<file path="src/sv/rrc_pkg.sv">
// Shared types and constants of the read range coalescer.
`default_nettype none
package rrc_pkg;

    // Field widths
    localparam int OFFSET_BITS = 48;
    localparam int LEN_BITS    = 32;
    // Sums of an offset and a length or of an end and a limit
    localparam int SUM_BITS    = ((OFFSET_BITS > LEN_BITS) ? OFFSET_BITS : LEN_BITS) + 2;

    // Configuration register map
    localparam int CFG_IDX_BITS = 1;
    localparam logic [CFG_IDX_BITS-1:0] REG_HOLE_LIMIT  = 1'b0;
    localparam logic [CFG_IDX_BITS-1:0] REG_RANGE_LIMIT = 1'b1;

    localparam logic [LEN_BITS-1:0] RANGE_LIMIT_RESET = LEN_BITS'(2 * 1024 * 1024);

    // Output queue sizing: room for the two ranges one page can flush
    localparam int FIFO_DEPTH    = 4;
    localparam int FIFO_PTR_BITS = $clog2(FIFO_DEPTH);
    localparam int FIFO_CNT_BITS = $clog2(FIFO_DEPTH + 1);

    // One merged read range
    typedef struct packed {
        logic [OFFSET_BITS-1:0] offset;
        logic [LEN_BITS-1:0]    length;
        logic [LEN_BITS-1:0]    pages;
        logic                   last;
    } t_range;

    // Ranges pushed by the merge core in one cycle
    typedef struct packed {
        logic   valid0;
        logic   valid1;
        t_range entry0;
        t_range entry1;
    } t_push;

endpackage
`default_nettype wire

</file>
<file path="src/sv/rrc_merge.sv">
// Merge core: open range state, configuration registers and merge decision.
`default_nettype none
module rrc_merge (
    input  wire logic                                i_clk,
    input  wire logic                                i_rst_n,
    input  wire logic                                i_accept,
    input  wire logic [rrc_pkg::OFFSET_BITS-1:0]     i_page_offset,
    input  wire logic [rrc_pkg::LEN_BITS-1:0]        i_page_length,
    input  wire logic                                i_batch_last,
    input  wire logic                                i_cfg_write,
    input  wire logic [rrc_pkg::CFG_IDX_BITS-1:0]    i_cfg_index,
    input  wire logic [rrc_pkg::LEN_BITS-1:0]        i_cfg_data,
    output rrc_pkg::t_push                           o_push
);

    logic [rrc_pkg::LEN_BITS-1:0]    r_hole_limit;
    logic [rrc_pkg::LEN_BITS-1:0]    r_range_limit;

    logic                            r_open;
    logic [rrc_pkg::OFFSET_BITS-1:0] r_start;
    logic [rrc_pkg::LEN_BITS-1:0]    r_length;
    logic [rrc_pkg::LEN_BITS-1:0]    r_count;
    logic [rrc_pkg::SUM_BITS-1:0]    r_end;

    logic [rrc_pkg::SUM_BITS-1:0]    w_off_x;
    logic [rrc_pkg::SUM_BITS-1:0]    w_start_x;
    logic [rrc_pkg::SUM_BITS-1:0]    w_page_end;
    logic [rrc_pkg::SUM_BITS-1:0]    w_limit_end;
    logic [rrc_pkg::SUM_BITS-1:0]    w_hole_end;
    logic [rrc_pkg::SUM_BITS-1:0]    w_span_grow;
    logic                            w_hole_ok;
    logic                            w_span_ok;
    logic                            w_merge;
    logic                            w_grow;
    logic                            w_emit_old;

    rrc_pkg::t_range                 w_old;
    rrc_pkg::t_range                 w_new;

    logic [rrc_pkg::OFFSET_BITS-1:0] n_start;
    logic [rrc_pkg::LEN_BITS-1:0]    n_length;
    logic [rrc_pkg::LEN_BITS-1:0]    n_count;
    logic [rrc_pkg::SUM_BITS-1:0]    n_end;

    // Configuration registers
    always_ff @(posedge i_clk) begin
        if (!i_rst_n) begin
            r_hole_limit  <= '0;
            r_range_limit <= rrc_pkg::RANGE_LIMIT_RESET;
        end else if (i_cfg_write) begin
            case (i_cfg_index)
                rrc_pkg::REG_HOLE_LIMIT:  r_hole_limit  <= i_cfg_data;
                rrc_pkg::REG_RANGE_LIMIT: r_range_limit <= i_cfg_data;
                default: ;
            endcase
        end
    end

    // Ends and bounds, each one add wide enough to never wrap
    assign w_off_x     = rrc_pkg::SUM_BITS'(i_page_offset);
    assign w_start_x   = rrc_pkg::SUM_BITS'(r_start);
    assign w_page_end  = w_off_x + rrc_pkg::SUM_BITS'(i_page_length);
    assign w_limit_end = w_start_x + rrc_pkg::SUM_BITS'(r_range_limit);
    assign w_hole_end  = r_end + rrc_pkg::SUM_BITS'(r_hole_limit);
    assign w_span_grow = w_page_end - w_start_x;

    // Gap fits the hole limit; both range end and page end stay within the span limit
    assign w_hole_ok  = (w_off_x <= w_hole_end);
    assign w_span_ok  = (w_page_end <= w_limit_end) && (r_length <= r_range_limit);
    assign w_merge    = r_open && (i_page_offset >= r_start) && w_hole_ok && w_span_ok;
    assign w_grow     = (w_page_end > r_end);
    assign w_emit_old = r_open && !w_merge;

    // Next open range
    always_comb begin
        if (w_merge) begin
            n_start  = r_start;
            n_length = w_grow ? w_span_grow[rrc_pkg::LEN_BITS-1:0] : r_length;
            n_count  = (r_count == '1) ? r_count : r_count + rrc_pkg::LEN_BITS'(1);
            n_end    = w_grow ? w_page_end : r_end;
        end else begin
            n_start  = i_page_offset;
            n_length = i_page_length;
            n_count  = rrc_pkg::LEN_BITS'(1);
            n_end    = w_page_end;
        end
    end

    // Range state; a last page closes the batch
    always_ff @(posedge i_clk) begin
        if (!i_rst_n) begin
            r_open <= 1'b0;
        end else if (i_accept) begin
            r_open <= !i_batch_last;
        end
    end

    always_ff @(posedge i_clk) begin
        if (i_accept) begin
            r_start  <= n_start;
            r_length <= n_length;
            r_count  <= n_count;
            r_end    <= n_end;
        end
    end

    // Emitted ranges: the displaced one first, then the flushed one
    always_comb begin
        w_old.offset = r_start;
        w_old.length = r_length;
        w_old.pages  = r_count;
        w_old.last   = 1'b0;
        w_new.offset = n_start;
        w_new.length = n_length;
        w_new.pages  = n_count;
        w_new.last   = 1'b1;
        o_push.valid0 = i_accept && (w_emit_old || i_batch_last);
        o_push.valid1 = i_accept && w_emit_old && i_batch_last;
        o_push.entry0 = w_emit_old ? w_old : w_new;
        o_push.entry1 = w_new;
    end

endmodule
`default_nettype wire

</file>
<file path="src/sv/rrc_out_fifo.sv">
// Small output queue taking up to two ranges a cycle and giving one.
`default_nettype none
module rrc_out_fifo (
    input  wire logic       i_clk,
    input  wire logic       i_rst_n,
    input  wire rrc_pkg::t_push i_push,
    input  wire logic       i_pop,
    output logic            o_valid,
    output rrc_pkg::t_range o_data,
    output logic            o_room
);

    rrc_pkg::t_range                  r_mem [rrc_pkg::FIFO_DEPTH];
    logic [rrc_pkg::FIFO_PTR_BITS-1:0] r_wr_ptr;
    logic [rrc_pkg::FIFO_PTR_BITS-1:0] r_rd_ptr;
    logic [rrc_pkg::FIFO_CNT_BITS-1:0] r_count;
    logic [rrc_pkg::FIFO_CNT_BITS-1:0] n_count;
    logic [rrc_pkg::FIFO_PTR_BITS-1:0] w_wr_next;
    logic                              w_pop;

    assign w_pop     = i_pop && (r_count != '0);
    assign w_wr_next = r_wr_ptr + rrc_pkg::FIFO_PTR_BITS'(1);
    assign n_count   = r_count
                     + rrc_pkg::FIFO_CNT_BITS'(i_push.valid0)
                     + rrc_pkg::FIFO_CNT_BITS'(i_push.valid1)
                     - rrc_pkg::FIFO_CNT_BITS'(w_pop);

    // Pointers and fill level
    always_ff @(posedge i_clk) begin
        if (!i_rst_n) begin
            r_wr_ptr <= '0;
            r_rd_ptr <= '0;
            r_count  <= '0;
        end else begin
            r_count <= n_count;
            if (w_pop) begin
                r_rd_ptr <= r_rd_ptr + rrc_pkg::FIFO_PTR_BITS'(1);
            end
            if (i_push.valid1) begin
                r_wr_ptr <= r_wr_ptr + rrc_pkg::FIFO_PTR_BITS'(2);
            end else if (i_push.valid0) begin
                r_wr_ptr <= w_wr_next;
            end
        end
    end

    // Entry storage
    always_ff @(posedge i_clk) begin
        if (i_push.valid0) begin
            r_mem[r_wr_ptr] <= i_push.entry0;
        end
        if (i_push.valid1) begin
            r_mem[w_wr_next] <= i_push.entry1;
        end
    end

    assign o_valid = (r_count != '0);
    assign o_data  = r_mem[r_rd_ptr];
    // Room for a page that flushes two ranges
    assign o_room  = (r_count <= rrc_pkg::FIFO_CNT_BITS'(rrc_pkg::FIFO_DEPTH - 2));

endmodule
`default_nettype wire

</file>
<file path="src/sv/read_range_coalescer_top.sv">
// Read range coalescer: merges ascending page descriptors into read ranges.
//
// Page requests come in on i_valid / o_stall with offset, length and a
// batch-last flag; merged ranges leave on o_valid / i_stall with offset,
// length, page count and a final flag. A request is taken at a clock edge
// with valid high and stall low on its channel.
// One page is taken every cycle while o_stall is low. A page that
// displaces the open range and also ends the batch yields two ranges,
// which leave one after the other. A range enters the output queue at
// the edge that takes the page closing it. A four-entry output queue
// decouples the two sides; o_stall rises when it cannot hold two more
// ranges, so a stalled receiver backs up the input and nothing is lost.
// Limits are written through i_cfg_valid / o_cfg_ready (always ready):
// index 0 is the hole limit, index 1 the range limit.
// Synchronous reset (i_rst_n low) empties the queue, closes any open
// range and restores hole limit 0 and range limit 2 MiB.
`default_nettype none
module read_range_coalescer_top (
    input  wire logic                             i_clk,
    input  wire logic                             i_rst_n,
    // Page requests
    input  wire logic                             i_valid,
    output logic                                  o_stall,
    input  wire logic [rrc_pkg::OFFSET_BITS-1:0]  i_page_offset,
    input  wire logic [rrc_pkg::LEN_BITS-1:0]     i_page_length,
    input  wire logic                             i_batch_last,
    // Range requests
    output logic                                  o_valid,
    input  wire logic                             i_stall,
    output logic [rrc_pkg::OFFSET_BITS-1:0]       o_range_offset,
    output logic [rrc_pkg::LEN_BITS-1:0]          o_range_length,
    output logic [rrc_pkg::LEN_BITS-1:0]          o_range_pages,
    output logic                                  o_range_final,
    // Configuration writes
    input  wire logic                             i_cfg_valid,
    output logic                                  o_cfg_ready,
    input  wire logic [rrc_pkg::CFG_IDX_BITS-1:0] i_cfg_index,
    input  wire logic [rrc_pkg::LEN_BITS-1:0]     i_cfg_data
);

    logic            w_accept;
    logic            w_room;
    rrc_pkg::t_push  w_push;
    rrc_pkg::t_range w_out;

    assign o_cfg_ready = 1'b1;
    assign o_stall     = !w_room;
    assign w_accept    = i_valid && w_room;

    rrc_merge u_merge (
        .i_clk         (i_clk),
        .i_rst_n       (i_rst_n),
        .i_accept      (w_accept),
        .i_page_offset (i_page_offset),
        .i_page_length (i_page_length),
        .i_batch_last  (i_batch_last),
        .i_cfg_write   (i_cfg_valid),
        .i_cfg_index   (i_cfg_index),
        .i_cfg_data    (i_cfg_data),
        .o_push        (w_push)
    );

    rrc_out_fifo u_out_fifo (
        .i_clk   (i_clk),
        .i_rst_n (i_rst_n),
        .i_push  (w_push),
        .i_pop   (!i_stall),
        .o_valid (o_valid),
        .o_data  (w_out),
        .o_room  (w_room)
    );

    assign o_range_offset = w_out.offset;
    assign o_range_length = w_out.length;
    assign o_range_pages  = w_out.pages;
    assign o_range_final  = w_out.last;

`ifndef SYNTHESIS
    // A second range is only ever pushed along with a first
    a_push_order: assert property (@(posedge i_clk) disable iff (!i_rst_n)
        w_push.valid1 |-> w_push.valid0)
        else $error("second range pushed without first");

    // Ranges are only produced by an accepted page
    a_push_needs_accept: assert property (@(posedge i_clk) disable iff (!i_rst_n)
        !w_accept |-> !w_push.valid0)
        else $error("range pushed without accepted page");

    // A batch-last page always flushes a final range as its last push
    a_last_flushes: assert property (@(posedge i_clk) disable iff (!i_rst_n)
        (w_accept && i_batch_last) |->
            ((w_push.valid1 && w_push.entry1.last && !w_push.entry0.last) ||
             (w_push.valid0 && !w_push.valid1 && w_push.entry0.last)))
        else $error("batch-last page did not flush a final range");

    // Every emitted range covers at least one page
    a_pages_nonzero: assert property (@(posedge i_clk) disable iff (!i_rst_n)
        o_valid |-> (o_range_pages != '0))
        else $error("range emitted with zero pages");
`endif

endmodule
`default_nettype wire

</file>
<file path="config.mk">
export PLATFORM = sky130hd
export DESIGN_NAME = read_range_coalescer_top
export DESIGN_NICKNAME = d
export VERILOG_FILES = /design/src/sv/rrc_pkg.sv /design/src/sv/rrc_merge.sv /design/src/sv/rrc_out_fifo.sv /design/src/sv/read_range_coalescer_top.sv
export SDC_FILE = /design/constraint.sdc
export NUM_CORES = 2
export LEC_CHECK = 0
export BUFFER_PORTS_ARGS = -buffer_cell sky130_fd_sc_hd__buf_4
export CORE_MARGIN = 2
export CORE_UTILIZATION = 63
export DETAILED_ROUTE_END_ITERATION = 8
export PLACE_DENSITY_LB_ADDON = 0.05
export SYNTH_ARGS = -nofsm -noshare
export SYNTH_HDL_FRONTEND = slang
export SYNTH_SLANG_ARGS = --single-unit
</file>
<file path="constraint.sdc">
create_clock -name i_clk -period 10.3 [get_ports i_clk]
set_input_delay 1.03 -clock i_clk [delete_from_list [all_inputs] [get_ports i_clk]]
set_output_delay 1.03 -clock i_clk [all_outputs]
set_load 0.02 [all_outputs]
</file>
# Word level (Yosys, flattened, before mapping)
# Memories as Yosys holds them, arrays and structs flattened. A register that Yosys moved wholly into a read port is not among the register bits.
# Index checks and enable logic that the tools add are counted.
# W data, S select, Z words.
[word_totals]
ramBits = 452
latchBits = 0
mem_count = 1
input_bits = 119
elab_cells = 67
out_inout_bits = 116
ff_bits = 234
rom_bits = 0
[mem_list]
columns = ["memory", "depth", "width", "rd", "rd_clocked_by_memory_dff", "wr", "line", "rtl"]
rows = [
  ["u_out_fifo.r_mem", 4, 113, 1, 1, 2, "rrc_out_fifo.sv:13", "rrc_pkg::t_range r_mem [rrc_pkg::FIFO_DEPTH];"],
]
[op_classes]
muxes = 16
n_eq_ne = 2
n_shift = 0
magnitude_cmp = 6
bitwise = 1
n_mul = 0
div = 0
reduce_logical = 20
addsub = 11
[ops]
columns = ["operator", "count"]
rows = [
  ["$mux W32", 4],
  ["$mux W113", 1],
  ["$mux W50", 2],
  ["$add A48 B32 Y49", 2],
  ["$add A50 B32 Y50", 1],
  ["$gt A49 B50 Y1", 1],
  ["$le A48 B50 Y1", 1],
  ["$le A49 B49 Y1", 1],
  ["$ge A48 B48 Y1", 1],
  ["$mux W48", 1],
  ["$add A32 B1 Y32 const B", 1],
  ["$eq A32 B32 Y1 const B", 1],
  ["$le A32 B32 Y1", 1],
  ["$sub A32 B32 Y32", 1],
  ["$logic_and A1 B1 Y1", 10],
  ["$mux W2", 4],
  ["$add A3 B1 Y3", 2],
  ["$reduce_and A2 Y1", 3],
  ["$add A2 B1 Y2 const B", 2],
  ["$logic_not A1 Y1", 4],
  ["$mux W1", 4],
  ["$le A3 B2 Y1 const B", 1],
  ["$reduce_bool A3 Y1", 1],
  ["$sub A3 B1 Y3", 1],
  ["other kinds (5)", 5],
]

# Depth between registers and ports, before layout
[depth]
ltp_word = 11
mapped_depth = 36

# Cells and area by module
# A second synthesis with hierarchy kept.
[unflattened]
hier_cells = 3856
area_unflattened_um2 = 45736.4
[by_module_without_submodules]
columns = ["module", "area_per_inst_um2", "cells_each", "n_inst"]
rows = [
  ["rrc_merge", 23458.7, 2702, 1],
  ["rrc_out_fifo", 22252.6, 1149, 1],
  ["read_range_coalescer_top", 25.0, 5, 1],
]

# Worst setup path after synthesis
# Ideal clock, no wire load.
[synth_path]
kind = "input -> register"
startpoint = "input i_page_offset[0] in the netlist's numbering"
endpoint = "memory u_out_fifo.r_mem[2][100] in the netlist's numbering, enable pin"
t_required_ns = 9.825
t_arrival_ns = 8.743
path_buffers = 3
cell_stages = 32
path_slack_ns = 1.082
path_cell_list = "ha_1 inv_1 fa_1 and2b_1 o2111a_1 o31a_1 o21ai_1 o21ai_0 a21o_1 a21o_1 nor2b_1 a31oi_1 o21ai_0 a21o_1 a21oi_1 xnor2_1 ha_1 nand4_1 nor2_1 nand3_1 nor2_1 o31ai_1 a41oi_1 a31o_1 a221oi_2 a211oi_2 or2_1 buf_4 a221o_1 buf_2 buf_2 nand2_1"
[synth_rtl]
columns = ["element", "line", "rtl"]
rows = [
  ["start, declared", "read_range_coalescer_top.sv:24", "input wire logic [rrc_pkg::OFFSET_BITS-1:0] i_page_offset,"],
  ["end, declared", "rrc_out_fifo.sv:13", ""],
]

==> impl_metrics.csv <==
group,metric,value,unit
global_routing,grt_remaining_overflow,0,
clock_tree,clkSinkCount,687,
sta,fin_skew,0.0312,ns
finish,drive_above_1_share,0.137,
drt,dr_total_vias,36100,
drt,wl,141000,um
sta,min_period,8.97,ns
floorplanning,num_rows,96,
clock_tree,cts.path.max_buffers,3,
sta,finalCritPeriodShare,0.871,
drt,postRouteAntennaNets,0,
synth,yosys_warnings,0,
synth,synth_xor_xnor_area_share,0.0379,
power,p_leak,19.0,nW
worst_setup_path,path_class,"reg2reg",
drt,drt-pass1-iter-count,6,
flow_run,max_cap_violations,0,
finish,fin_cells,5344,
worst_setup_path,crit_fanout,40,
hold_path,worstHoldPathType,"reg2reg",
synth,synthSimpleGateAreaFrac,0.109,
worst_setup_path,path_buf_inv,2,
place,place_area,46900,um^2
synth,ys_seq_elements,687,
place,placed_cells,5207,
sta,hold_viol,0,
floorplanning,die-height,268,um
global_routing,grt_pass1_wl,209000,um
synth,synthFlopType,"edfxtp_1",
floorplanning,start_util,0.639,
global_routing,grt_max_degree,74,
worst_setup_path,crit_required,10.74,ns
finish,final_area,49400,um^2
finish,fin_nets,4837,
synth,synthAdderAreaFrac,0.105,
sta,rsz0062_at_grt,"no",
place,gp_congestion,1.15,
synth,synth_edf_count,609,
global_routing,track_usage,0.388,
worst_setup_path,slowest_delay,1.01,ns
worst_setup_path,startpoint_type,"register",
clock_tree,post_cts_buffers,0,
synth,async_flop_share,0,
drt,wl_per_cell,26.3,um
global_routing,first_global_vias,34500,
place,port_buffers,233,
drt,drt_iter0_drc,5079,
drt,drc,0,
clock_tree,cts_hold_buf,0,
finish,final_common_cell,"edfxtp_1",
synth,syn-instance-count,4183,
place,dp_hpwl,98000,um
synth,synth_top_family_by_area,"compound AO/OA/AOI/OAI gates",
worst_setup_path,cpMostUsedCell,"o21ai_0",
sta,slew_viol_final,0,
worst_setup_path,cp_top_family,"compound AO/OA/AOI/OAI gates",
synth,syn_avg_cell_area,10.5,um^2
floorplanning,ioPinCount,235,
clock_tree,cts_max_level,3,
power,p_per_area,215,nW/um^2
sta,clock.fmax,111,MHz
finish,syn_to_final_growth,12.1,%
sta,worst_pin_slew,1.26,ns
synth,synth.distinct_cells,85,
global_routing,antenna_found_initial,2,
finish,final_cell_mix,"edfxtp_1 (609), nand2_1 (575), ha_1 (358), o21ai_0 (313), buf_4 (298)",
sta,slew-limit-headroom,0.157,
clock_tree,cts_tree,"yes",
worst_setup_path,crit_path_end_kind,"register",
clock_tree,root_buffer,"clkbuf_16",
synth,seq_area_frac_synth,0.451,
worst_setup_path,crit_slowest_cell,"o21ai_2",
finish,fillers,5182,
status,status,"completed",
sta,setup_viol,0,
synth,synth_compound_area_frac,0.180,
floorplanning,core,68900,um^2
synth,synthesis.area,44000,um^2
clock_tree,clk_latency,0.66,ns
synth,syn-num-nets,4666,
clock_tree,cts_inserted_buffers,76,
drt,avgViaCountPerCell,6.75,
power,total_power,10.6,mW
power,peakVddDrop,250,uV
sta,finalSetupTns,0,ns
floorplanning,die_w,268,um
synth,muxShareOfSynthArea,0.0736,
clock_tree,clk_pin_slew,0.06,ns
worst_setup_path,cp.arrival,9.42,ns
floorplanning,dieArea,72000,um^2
clock_tree,cts_resized,0,
[cell type report]
class	instances	area, um^2	share of cell area
Timing Repair Buffer	311	2480	0.0503
Antenna cell	2	5.00	0.000101
Sequential cell	687	19900	0.402
Inverter	256	973	0.0197
Clock buffer	93	1990	0.0403
Tap cell	931	1160	0.0236
Multi-Input combinational cell	3022	22400	0.455
Clock inverter	42	432	0.00875
[sequential cells by signal, indices dropped and copies added, names as in the netlist, named ones only]
name and cells:
u_merge.r_count 32, u_merge.r_end 49, u_merge.r_hole_limit 32, u_merge.r_length 32
u_merge.r_open 1, u_merge.r_range_limit 32, u_merge.r_start 48, u_out_fifo.r_count 3
u_out_fifo.r_mem 452, u_out_fifo.r_rd_ptr 2, u_out_fifo.r_wr_ptr 2
[final timing paths]
path / start / endpoint / slack (ns) / depth (start not counted)
setup / recovery: u_merge.r_end[3] / u_out_fifo.r_mem[3][50] / 1.33 / 29
hold / removal: u_merge.r_hole_limit[16] / u_merge.r_hole_limit[16] / 0.47 / 2
setup reg to reg: u_merge.r_end[3] / u_out_fifo.r_mem[3][50] / 1.33 / 29
hold reg to reg: u_merge.r_hole_limit[16] / u_merge.r_hole_limit[16] / 0.47 / 2
[power breakdown]
| group | internal, mW | switching, mW |
|---|---|---|
| Combinational | 1.58 | 2.55 |
| Sequential | 3.46 | 0.319 |
| Clock | 1.53 | 1.16 |
[worst reg2reg max path: cells and delay by family (launching register included)]
family          cells  cell delay, ns
fa+ha+maj           2            0.63
buf+inv             2            0.31
simple gates        6            1.82
flops               1            0.39
xor+xnor            1            0.16
compound gates     18            5.46
[synth_stat cells, types with 7 or more instances]
master    instances  share of area
nor3_1           42         0.0048
a21oi_1         290          0.033
dfxtp_1          78          0.035
o21a_1           20         0.0034
and3_1           33         0.0047
mux2i_1          63          0.014
a211o_1           7         0.0014
inv_1           255          0.022
and4_1           12         0.0024
nor2b_1          21         0.0030
buf_4            10         0.0017
a221oi_1          9         0.0018
buf_1            27         0.0023
nor4_1           16         0.0023
buf_6             7         0.0018
a21o_1          113          0.019
and2_1           17         0.0024
a22o_1           13         0.0026
o21ai_0         313          0.036
a211oi_1         27         0.0046
ha_1            358           0.10
a31o_2            8         0.0016
or3_1            18         0.0026
mux4_2          113          0.058
o21bai_1         27         0.0046
o21ai_1          34         0.0039
nand4_1          67         0.0095
a221o_1           8         0.0018
xnor2_1         126          0.025
xor2_1           62          0.012
o22ai_1          82          0.012
nand3_1          82         0.0093
a21boi_0         68          0.012
nand2_1         576          0.049
edfxtp_1        609           0.42
a32o_1           85          0.019
a31oi_1          16         0.0023
nor2_1          128          0.011
clkbuf_1        127          0.011
nand2b_1         30         0.0043
o211ai_1         14         0.0024
o221ai_1          7         0.0014
buf_2            47         0.0053
or2_2            14         0.0020
[metal layers]
layer | part of all wire | GRT usage | up-vias
met5 | 0 | 0 | -
li1 | - | - | 16100
met3 | 0.12 | 0.0974 | 347
met4 | 0.046 | 0.169 | 0
met2 | 0.44 | 0.595 | 2301
met1 | 0.39 | 0.526 | 17300
[kinds of logic (layout without fill, tap and decap cells)]
| logic type | Yosys count | count (layout) |
|---|---|---|
| other | 1 | 3 |
| adders and majority gates | 365 | 365 |
| AOI/OAI and AO/OA | 1216 | 1216 |
| xor gates and xnor gates | 189 | 189 |
| and+or+nand+nor | 1069 | 1069 |
| muxes | 182 | 182 |
| DFF | 687 | 687 |
| buffers and inverters | 474 | 702 |
[metrics by stage]
| step | hold WS [ns] | setup WS [ns] | util |
|---|---|---|---|
| 6_report | 0.470 | 1.33 | 0.716 |
| 5_1_grt | 0.481 | 0.784 | 0.716 |
| 4_1_cts | 0.464 | 1.50 | 0.716 |
| 3_5_place_dp | 0.453 | 0.949 | 0.681 |
| 3_3_place_gp | 0.452 | 0.650 | 0.681 |
| 2_1_floorplan | 0.437 | 1.08 | - |
Note: power is estimated with default switching activity, not from simulation.
